**config.mk**
```make
export PLATFORM = sky130hd
export DESIGN_NAME = stli_div
export DESIGN_NICKNAME = d
export VERILOG_FILES = /design/src/rtl/stli_pkg.sv /design/src/rtl/stli_div.sv
export SDC_FILE = /design/constraint.sdc
export NUM_CORES = 1
export LEC_CHECK = 0
export BUFFER_PORTS_ARGS = -buffer_cell sky130_fd_sc_hd__buf_2
export CORE_MARGIN = 1
export CORE_UTILIZATION = 35
export DETAILED_ROUTE_END_ITERATION = 8
export MAX_ROUTING_LAYER = met4
export PLACE_DENSITY = 0.6
export REMOVE_ABC_BUFFERS = 1
export SLEW_MARGIN = 30
export SYNTH_ARGS = -nofsm -noshare
export SYNTH_HDL_FRONTEND = slang
export SYNTH_SLANG_ARGS = --single-unit
export TNS_END_PERCENT = 5
```
**constraint.sdc**
```tcl
create_clock -name clk -period 3.2 [get_ports clk]
set_input_delay 0.32 -clock clk [delete_from_list [all_inputs] [get_ports clk]]
set_output_delay 0.32 -clock clk [all_outputs]
set_load 0.01 [all_outputs]
```
**src/rtl/stli_pkg.sv**
```systemverilog
// Shared constants, codes and request types for the sorted table interpolation core.
// No dependencies; compile first.
package stli_pkg;

  localparam int TABLE_DEPTH = 64;
  localparam int IDX_W       = $clog2(TABLE_DEPTH);
  localparam int CNT_W       = $clog2(TABLE_DEPTH + 1);

  localparam int MODE_W    = 2;
  localparam int KEY_W     = 16;
  localparam int VAL_W     = 32;
  localparam int STATUS_W  = 3;
  localparam int HELD_W    = 7;

  localparam int DK_W   = KEY_W + 1;
  localparam int DF_W   = VAL_W + 1;
  localparam int PROD_W = DK_W + DF_W;
  localparam int DEN_W  = KEY_W;
  localparam int SUM_W  = VAL_W + 2;

  localparam logic [MODE_W-1:0] MODE_CLEAR = 2'd0;
  localparam logic [MODE_W-1:0] MODE_LOAD  = 2'd1;
  localparam logic [MODE_W-1:0] MODE_QUERY = 2'd2;

  localparam logic [STATUS_W-1:0] ST_CLEARED = 3'd0;
  localparam logic [STATUS_W-1:0] ST_LOADED  = 3'd1;
  localparam logic [STATUS_W-1:0] ST_EXACT   = 3'd2;
  localparam logic [STATUS_W-1:0] ST_INTERP  = 3'd3;
  localparam logic [STATUS_W-1:0] ST_RANGE   = 3'd4;
  localparam logic [STATUS_W-1:0] ST_FULL    = 3'd5;

  typedef struct packed {
    logic                    we;
    logic [IDX_W-1:0]        waddr;
    logic signed [KEY_W-1:0] wkey;
    logic signed [VAL_W-1:0] wval;
    logic [IDX_W-1:0]        raddr;
  } mem_req_t;

  typedef struct packed {
    logic              start;
    logic [PROD_W-1:0] dividend;
    logic [DEN_W-1:0]  divisor;
  } div_req_t;

endpackage

```
**src/rtl/stli_div.sv**
```systemverilog
// Restoring unsigned divider, one quotient bit per cycle.
// Depends on stli_pkg.
module stli_div (
  input  logic                            clk,
  input  logic                            rst_n,
  input  stli_pkg::div_req_t              div_req,
  output logic                            done,
  output logic [stli_pkg::PROD_W-1:0]     quotient
);

  localparam int STEP_W = $clog2(stli_pkg::PROD_W);

  logic                          busy_r;
  logic                          done_r;
  logic [STEP_W-1:0]             step_r;
  logic [stli_pkg::PROD_W-1:0]   quo_r;
  logic [stli_pkg::DEN_W-1:0]    rem_r;
  logic [stli_pkg::DEN_W-1:0]    den_r;
  logic [stli_pkg::DEN_W:0]      shifted;
  logic [stli_pkg::DEN_W+1:0]    trial;

  assign shifted = {rem_r, quo_r[stli_pkg::PROD_W-1]};
  assign trial   = {1'b0, shifted} - {2'b00, den_r};

  always_ff @(posedge clk) begin
    if (!rst_n) begin
      busy_r <= 1'b0;
      done_r <= 1'b0;
    end else begin
      done_r <= 1'b0;
      if (div_req.start) begin
        busy_r <= 1'b1;
        step_r <= STEP_W'(stli_pkg::PROD_W - 1);
        quo_r  <= div_req.dividend;
        rem_r  <= '0;
        den_r  <= div_req.divisor;
      end else if (busy_r) begin
        if (trial[stli_pkg::DEN_W+1]) begin
          rem_r <= shifted[stli_pkg::DEN_W-1:0];
          quo_r <= {quo_r[stli_pkg::PROD_W-2:0], 1'b0};
        end else begin
          rem_r <= trial[stli_pkg::DEN_W-1:0];
          quo_r <= {quo_r[stli_pkg::PROD_W-2:0], 1'b1};
        end
        if (step_r == '0) begin
          busy_r <= 1'b0;
          done_r <= 1'b1;
        end else begin
          step_r <= step_r - 1'b1;
        end
      end
    end
  end

  assign done     = done_r;
  assign quotient = quo_r;

endmodule

```
==> flow_summary.yaml <==
run_status:
  status: "complete, no violations"
route:
  vias_per_cell: 4.89
  drtIter0Drc: 166
  drc: 0
  wl_per_cell_um: 15.1
  drt_pre_antenna_iters: 4
  num_vias: 3051
  postRouteWirelength_um: 9420
  antenna_left: 0
setup_path:
  r2r_slack_ns: 0.64
  path_class: "reg2reg"
  crit_arrival_ns: 2.63
  worst_path_max_delay_cell: "edfxtp_1"
  critPathLaunchType: "register"
  path_max_fanout: 21
  max_stage_delay_ns: 0.44
  end_kind: "register"
  r2r_cells: 8
  cp_cell_sequence: "ha_1 > nor2b_1 > o2111ai_2 > a31o_2 > a21oi_4 > o31a_4 > mux2i_1 > nor2_1"
  r2r_end: "rem_r[11]"
  critPathRequiredTime_ns: 3.27
  r2r_start: "rem_r[0]"
global_route:
  grtUsageTotal: 0.156
  grt_pass1_vias: 3127
  grt_pass1_wl_um: 15000
  antenna_found_initial: 0
  gr-total-overflow: 0
  grt_max_degree: 63
cells_and_area:
  nNetsFinal: 535
  drive_gt1_frac: 0.434
  fill_cells: 1190
  n_antenna_cell: 0
  seq_area_sq_um: 2680
  syn2layout_area_growth_pct: 23.5
  multi_input_area_sq_um: 1710
  fin_cells: 624
place:
  gp_congestion: 0.802
  hpwl_um: 6740
  numPortBuffers: 119
  dpl.cell_count: 608
cts:
  cts_tree: "done"
  cts_sinks: 90
  htree_levels: 3
  cts_resized: 0
  cts_root_buf: "clkbuf_16"
  clk_latency_ns: 0.33
  hold_buffers: 0
  cts_setup_buffers: 0
  clockBufferDepth: 2
  clk_pin_slew_ns: 0.06
  cts_made_buffers: 9
pwr:
  total_leakage_power_uw: 0.00229
  ir_drop_mv: 0.276
  power.density_nw_per_um2: 539
  total_power_uw: 3010
floorplan:
  rows: 41
  die_h_um: 116
  die_x_um: 116
  initial_utilization: 0.359
  dieArea_sq_um: 13400
  coreArea_sq_um: 12600
  io_pins: 120
run:
  drv_cap: 0
synthesis:
  syn-cell-area_sq_um: 4530
  synth_seq_cells: 90
  yosys_warnings: 0
  syn_inst: 325
  ys_types: 43
  synth_ff_type: "edfxtp_1"
  synth-async-reset-ratio: 0
  syn_avg_cell_area_sq_um: 13.9
  synth_edf_count: 88
  seq_area_frac_synth: 0.592
timing:
  finalSetupTns_ns: 0
  slew_headroom: 0.607
  hold_slack_ns: 0.162
  period_share: 0.799
  fmax_mhz: 391
  slew_viol_final: 0
  max_slew.worst_pin.slew_ns: 0.589
  rsz0062_at_grt: "no"
  finalSetupViolCount: 0
  period_needed_ns: 2.56
  hold_viol: 0
  skew_ns: 0.00613
hold_path:
  hold_start: "div_req[15]"
  hold_path_end: "den_r[15]"
  worstHoldPathType: "in2reg"
  hold_depth: 1
## where the power goes
| part | total (uW) | internal, uW | switching [uW] |
|---|---|---|---|
| clock | 952 | 525 | 427 |
| sequential | 1460 | 1410 | 44.6 |
| combinational | 605 | 282 | 324 |
| total | 3010 | 2220 | 795 |
## flip-flops by register name, indices dropped and copies added (netlist names)
signal	count
quotient	50
step_r	6
den_r	16
busy_r	1
done	1
rem_r	16
## layout make-up
class,count,share of cell area
clock inverters,5,0.00537
flip-flops and latches,90,0.480
well taps,172,0.0385
repair buffers,122,0.115
multi-input cells,202,0.305
clock buffers,11,0.0416
inverters,22,0.0148
## synth_stat cells (2+ instances only)
library cell	number	share of area
inv_1	22	0.018
a21oi_1	11	0.012
mux2_2	50	0.12
nand3_1	4	0.0044
o21a_1	4	0.0066
a31oi_1	2	0.0028
buf_1	4	0.0033
nor2_1	24	0.020
edfxtp_1	88	0.58
xor2_1	4	0.0077
o21ai_0	6	0.0066
mux2i_1	11	0.024
a211oi_2	4	0.011
nand2b_1	4	0.0055
buf_6	2	0.0050
nor3_1	7	0.0077
and3_1	4	0.0055
a31o_2	2	0.0039
o21bai_1	6	0.0099
clkbuf_1	4	0.0033
nand4_1	2	0.0028
a221oi_1	3	0.0058
ha_1	18	0.050
nand2_1	8	0.0066
xnor2_1	9	0.017
dfxtp_1	2	0.0088
a21o_1	4	0.0066
## layer usage
metal | up-vias | global-route usage | routed length, um | part of all wire
met5 | - | - | 0 | 0
met4 | 0 | 0.0658 | 149 | 0.016
met3 | 10 | 0.0455 | 627 | 0.067
met2 | 114 | 0.244 | 4430 | 0.47
met1 | 1454 | 0.189 | 4220 | 0.45
li1 | 1473 | - | - | -
## placed cells by master (no fill, tap or decap), types with 4 or more instances in the layout
| cell | n |
|---|---|
| nor3_1 | 7 |
| edfxtp_1 | 88 |
| inv_1 | 22 |
| nand3_1 | 4 |
| o21ai_0 | 6 |
| ha_1 | 18 |
| nand2b_1 | 4 |
| a211oi_2 | 4 |
| nand2_1 | 8 |
| xor2_1 | 4 |
| mux2_2 | 50 |
| nor2_1 | 24 |
| xnor2_1 | 9 |
| mux2i_1 | 11 |
| o21bai_1 | 6 |
| a21o_1 | 4 |
| and3_1 | 4 |
| buf_2 | 119 |
| a21oi_1 | 11 |
| clkbuf_16 | 9 |
## how the worst max path moves through the flow
stage	slack (ns)	endpoint	cells past startpoint	from
floorplan	0.62	step_r[0]	2	div_req[66]
global placement	0.72	rem_r[14]	11	quotient[49]
detailed placement	0.64	rem_r[7]	8	rem_r[0]
CTS	0.64	rem_r[7]	8	rem_r[0]
global route	0.48	rem_r[8]	11	quotient[49]
finish	0.64	rem_r[11]	8	rem_r[0]
## per-stage QoR
step / setup slack (ns) / util / area [sq um]
finish: 0.642 / 0.443 / 5590
global route: 0.480 / 0.443 / 5590
CTS: 0.637 / 0.443 / 5590
detailed placement: 0.638 / 0.422 / 5330
global placement: 0.716 / 0.422 / 5330
floorplan: 0.620 / - / 4470
## worst max-delay path, delay by kind of cell, from the launching register on
family / cells / cell delay [ns]
adder cells (fa/ha/maj): 1 / 0.30
flip-flops: 1 / 0.44
multiplexers: 1 / 0.25
AO/OA/AOI/OAI: 4 / 1.04
AND/OR/NAND/NOR: 2 / 0.25
## cells by family (layout without fill, tap and decap cells)
family / count (synthesis) / after routing / share of synthesized area
adder cells (fa/ha/maj): 19 / 19 / 0.0542
XOR/XNOR: 13 / 13 / 0.0251
flip-flops: 90 / 90 / 0.592
AND/OR/NAND/NOR: 58 / 58 / 0.0600
buffers and inverters: 33 / 160 / 0.0309
multiplexers: 61 / 61 / 0.149
AO/OA/AOI/OAI: 51 / 51 / 0.0887
No activity file was read; power rests on OpenSTA's default activity.
