File: src/rtl/stli_pkg.sv
// Shared constants, codes and request types for the sorted table interpolation core.
// No dependencies; compile first.
package stli_pkg;

  localparam int TABLE_DEPTH = 64;
  localparam int IDX_W       = $clog2(TABLE_DEPTH);
  localparam int CNT_W       = $clog2(TABLE_DEPTH + 1);

  localparam int MODE_W    = 2;
  localparam int KEY_W     = 16;
  localparam int VAL_W     = 32;
  localparam int STATUS_W  = 3;
  localparam int HELD_W    = 7;

  localparam int DK_W   = KEY_W + 1;
  localparam int DF_W   = VAL_W + 1;
  localparam int PROD_W = DK_W + DF_W;
  localparam int DEN_W  = KEY_W;
  localparam int SUM_W  = VAL_W + 2;

  localparam logic [MODE_W-1:0] MODE_CLEAR = 2'd0;
  localparam logic [MODE_W-1:0] MODE_LOAD  = 2'd1;
  localparam logic [MODE_W-1:0] MODE_QUERY = 2'd2;

  localparam logic [STATUS_W-1:0] ST_CLEARED = 3'd0;
  localparam logic [STATUS_W-1:0] ST_LOADED  = 3'd1;
  localparam logic [STATUS_W-1:0] ST_EXACT   = 3'd2;
  localparam logic [STATUS_W-1:0] ST_INTERP  = 3'd3;
  localparam logic [STATUS_W-1:0] ST_RANGE   = 3'd4;
  localparam logic [STATUS_W-1:0] ST_FULL    = 3'd5;

  typedef struct packed {
    logic                    we;
    logic [IDX_W-1:0]        waddr;
    logic signed [KEY_W-1:0] wkey;
    logic signed [VAL_W-1:0] wval;
    logic [IDX_W-1:0]        raddr;
  } mem_req_t;

  typedef struct packed {
    logic              start;
    logic [PROD_W-1:0] dividend;
    logic [DEN_W-1:0]  divisor;
  } div_req_t;

endpackage

File: src/rtl/stli_table.sv
// Key and value memories: one write port, one read port with registered data.
// Depends on stli_pkg.
module stli_table (
  input  logic                              clk,
  input  stli_pkg::mem_req_t                mem_req,
  output logic signed [stli_pkg::KEY_W-1:0] rd_key,
  output logic signed [stli_pkg::VAL_W-1:0] rd_val
);

  logic signed [stli_pkg::KEY_W-1:0] key_mem [stli_pkg::TABLE_DEPTH];
  logic signed [stli_pkg::VAL_W-1:0] val_mem [stli_pkg::TABLE_DEPTH];

  always_ff @(posedge clk) begin
    if (mem_req.we) begin
      key_mem[mem_req.waddr] <= mem_req.wkey;
      val_mem[mem_req.waddr] <= mem_req.wval;
    end
    rd_key <= key_mem[mem_req.raddr];
    rd_val <= val_mem[mem_req.raddr];
  end

endmodule

File: config.mk
export PLATFORM = sky130hd
export DESIGN_NAME = stli_table
export DESIGN_NICKNAME = d
export VERILOG_FILES = /design/src/rtl/stli_pkg.sv /design/src/rtl/stli_table.sv
export SDC_FILE = /design/constraint.sdc
export NUM_CORES = 2
export LEC_CHECK = 0
export ABC_CLOCK_PERIOD_IN_PS = 7300
export BUFFER_PORTS_ARGS = -buffer_cell sky130_fd_sc_hd__buf_2
export CAP_MARGIN = 20
export CORE_MARGIN = 2
export CORE_UTILIZATION = 39
export CTS_BUF_LIST = sky130_fd_sc_hd__clkbuf_8
export DETAILED_ROUTE_END_ITERATION = 7
export GPL_ROUTABILITY_DRIVEN = 0
export PLACE_DENSITY = 0.56
export RECOVER_POWER = 50
export SLEW_MARGIN = 20
export SYNTH_ARGS = -nofsm -noshare
export SYNTH_HDL_FRONTEND = slang
export SYNTH_SLANG_ARGS = --single-unit
export TNS_END_PERCENT = 5
File: constraint.sdc
create_clock -name clk -period 7.3 [get_ports clk]
set_input_delay 1.46 -clock clk [delete_from_list [all_inputs] [get_ports clk]]
set_output_delay 1.46 -clock clk [all_outputs]
set_load 0.01 [all_outputs]
==> summary.md <==
| Metric | Value |
|---|---|
| Status | finished, violations left |
| Failing checks | capacitance limit, slew limit |
| Setup violations, final | 0 |
| WL met3 | 23.0 mm |
| Most frequent CP cell | clkbuf_1 |
| Residual DRC count | 0 |
| Power per cell area | approximately 270 nW/µm² |
| H-tree Lvls | 5 |
| Crit. End Element | flip-flop |
| Commonest non-fill, non-tap cells in the layout | 3072 x edfxtp_1, 695 x mux4_2, 518 x clkbuf_8, 201 x o22ai_1, 199 x inv_1 |
| Compound-Gate Fraction of Synth Area | 0.0293 |
| Final WS setup | ~3100 ps |
| CP delay by family, top | buffers and inverters |
| Total core area | 300000 µm² |
| Post-route ant nets | 0 |
| Relative slew slack | -1.34 |
| Leakage Power | 0.0415 µW |
| Post-route non-filler standard cell count | 9951 |
| Critical path depth | 5 |
| Detailed Route WL | 329 mm |
| Worst path bufs/invs | 3 |
| Synth Area in Adders | 0 |
| Peak VDD IR | 0.174 mV |
| Crit-path cells | clkbuf_1 > or3b_1 > nor2_1 > clkbuf_1 > buf_4 |
| Placed insts | 9066 |
| DIE AREA | 306000 µm² |
| First-pass GRT wire length | 455 mm |
| Fin nets | 5661 |
| TritonCTS buffer count | 484 |
| Post-route minimum period | 4180 ps |
| CP Launch Type | input port |
| Average routed wire per standard cell | 33.0 µm |
| Initial antenna violation count | 28 |
| Setup TNS Final | 0 ps |
| WP data arrival | ~4800 ps |
| Fillers | 25545 |
| Register area share after synthesis | 0.792 |
| RSZ-0062 raised after global routing | no |
| Postcts setup bufs | 0 |
| Num rows | between 200 and 250 |
| Largest net degree at the start of global routing | a little over 100 |
| R2R cell count | 5 |
| Critical path class | input port to flip-flop |
| Reg-to-Reg Start | val_mem[47][2]$_DFFE_PP_ |
| R2r setup slk | 5180 ps |
| Worst-path fanout max | 29 |
| Post-DR vias/cell | 5.80 |
| GRT Total Usage | 0.210 |
| Height of the die | 553 µm |
| Yosys warns | 0 |
| Overflow after GRT | 0 |
| CTS clk-pin slew, worst paths | 60 ps |
| Pre-CTS setup slack | 2230 ps |
| Critical-path top delay cell | clkbuf_1 |
| Slew Viols, Final | 3153 |
| Hold Crit Class | flip-flop to flip-flop |
| Synth Net Count | slightly above 5000 |
| DR WL met2 | 159 mm |
| Area delta synth->final | 12.7% |
| Area of the multi-input gates | 23200 µm² |
| Share of cells above drive strength 1 | 0.282 |
| CTS tree | built |
| Post-synthesis mux area share | 0.151 |
| Worst Setup SP | mem_req[59] |
| Port Buf Inserts | between 100 and 150 |
| CP max stage delay | between 1000 and 1500 ps |
| Reg area | about 93000 µm² |
| Worst R2R End | rd_val[2]$_DFF_P_ |
| Most common cell after layout, fill and taps aside | edfxtp_1 |
| Yosys reg bits | 3120 |
| Clock buffer depth | 4 |
| Initial Utilization | 0.392 |
| Fin Clk Skew | 100 ps |
| # clock sinks | 3120 |
| Worst slew pin tran | between 3000 and 4000 ps |
| Root Driver | clkbuf_8 |
| Initial DRC count | 6917 |
| CTS resizes | 0 |
| Post-synthesis cell type count | 44 |
| Post-Synthesis Cells | 5104 |
| Die W | 553 µm |
| Tcrit/Tclk final | 0.572 |
| Final hold viol count | 0 |
| Setup crit end | key_mem[11][14]$_DFFE_PP_ |
| First-pass DRT Iterations | 7 |
| Vias in the first global route | a little under 60000 |
| Clock Latency Late Sink | 1100 ps |
| Fmax | between 0.2 and 0.25 GHz |
| Post-Synthesis Cell Area | ~120000 µm² |
| Avg Cell Area, Syn | 23.0 µm² |
| Hold_buf cts | 0 |
| Boundary pin count | 110 |
| Via count | 57761 |
| Area share of and/or/nand/nor cells after synthesis | 0.0128 |
| WL met1 | between 100 and 150 mm |
| Max Used Layer | met5 |
| CP required | 7910 ps |
| Post-Synth XOR/XNOR Area | 0 |
| Largest family of logic cells by synthesized area | multiplexers |
| Detailed placer's ending HPWL | 181 mm |
| Maxcap violations | 53 |
[area by class of cell]
class | instances | share of cell area
Sequential cell | 3120 | 0.703
Multi-Input combinational cell | 1688 | 0.175
Clock buffer | 518 | 0.0538
Tap cell | 3958 | 0.0373
Timing Repair Buffer | 304 | 0.0177
Clock inverter | 353 | 0.0130
Antenna cell | 9 | 0.000170
Inverter | 1 | 0.0000472
[layer usage]
layer	up-vias	global-route usage
met2	2556	0.341
li1	23014	-
met5	-	0
met1	31710	0.296
met3	477	0.0314
met4	4	0.0608
[through the flow]
| step | util | area, µm² | hold slack (ps) | power (µW) |
|---|---|---|---|---|
| 6_report | 0.442 | 133000 | 828 | 35200 |
| 5_1_grt | 0.442 | 133000 | 869 | 36300 |
| 4_1_cts | 0.442 | 133000 | 837 | 35500 |
| 3_5_place_dp | 0.413 | 124000 | 815 | 22100 |
| 3_3_place_gp | 0.412 | 124000 | 818 | 22100 |
| 2_1_floorplan | - | 118000 | 757 | 21200 |
[synth_stat cells]
cell type / instances / share of area
nand4_1: 17 / 0.00090
o221ai_1: 65 / 0.0048
a221oi_1: 10 / 0.00074
and4_1: 2 / 0.00015
and3_1: 8 / 0.00043
buf_2: 102 / 0.0043
or2_2: 5 / 0.00027
mux2_2: 74 / 0.0071
buf_6: 25 / 0.0024
buf_1: 8 / 0.00026
mux4_2: 695 / 0.13
a211oi_1: 37 / 0.0024
clkbuf_1: 87 / 0.0028
inv_2: 1 / 0.000032
buf_8: 4 / 0.00051
nor2_2: 1 / 0.000053
nor4_1: 30 / 0.0016
or3_1: 4 / 0.00021
nor2_1: 115 / 0.0037
o211ai_1: 6 / 0.00038
and2_1: 19 / 0.0010
a21boi_0: 2 / 0.00013
a221oi_2: 8 / 0.0010
edfxtp_1: 3072 / 0.78
clkbuf_2: 2 / 0.000085
o211a_1: 8 / 0.00068
nor2b_1: 10 / 0.00053
nand3_1: 27 / 0.0011
mux2i_1: 126 / 0.011
o22a_1: 38 / 0.0028
nand2b_1: 8 / 0.00043
nand3b_1: 3 / 0.00019
clkbuf_4: 1 / 0.000064
a22oi_1: 32 / 0.0020
a21oi_1: 19 / 0.00081
nand2_1: 37 / 0.0012
or3b_2: 3 / 0.00022
dfxtp_1: 48 / 0.0082
nor3_1: 19 / 0.00081
o21ai_0: 50 / 0.0021
a211o_1: 8 / 0.00060
o21ai_1: 1 / 0.000043
o22ai_1: 201 / 0.011
buf_4: 66 / 0.0042
[worst min path at each step]
stage                     slack [ps]                      start            endpoint  cells after the start
after detailed placement         810  key_mem[37][10]$_DFFE_PP_  rd_key[10]$_DFF_P_                      4
after floorplan                  760  key_mem[37][10]$_DFFE_PP_  rd_key[10]$_DFF_P_                      4
final                            830  key_mem[37][10]$_DFFE_PP_  rd_key[10]$_DFF_P_                      4
after global routing             870  key_mem[37][10]$_DFFE_PP_  rd_key[10]$_DFF_P_                      4
after global placement           820  key_mem[37][10]$_DFFE_PP_  rd_key[10]$_DFF_P_                      4
after CTS                        840  key_mem[37][10]$_DFFE_PP_  rd_key[10]$_DFF_P_                      4
[power breakdown]
part,internal [µW],total [µW],switching [µW],leakage (µW)
Combinational,605,1740,1130,0.00823
Clock,6800,13500,6730,0.00526
Sequential,19900,20000,95.6,0.0280
Total,27300,35200,7960,0.0415
[logic make-up (layout without fill, tap and decap cells)]
family / count (synthesis) / count (layout)
AOI/OAI and AO/OA: 485 / 485
buffers and inverters: 296 / 1176
DFF: 3120 / 3120
muxes: 895 / 895
other: 0 / 9
and+or+nand+nor: 308 / 308
[worst min-delay path: stages, from the launching register on]
cell and delay (ps):
edfxtp_1 310, mux2_2 130, o211ai_1 90, nand3_1 90, and4_1 170
[registers in the layout, summed over array words and instances (netlist names)]
signal / flops
key_mem: 1024
val_mem: 2048
rd_key: 16
rd_val: 32
Power figures use the tool's default switching activity.
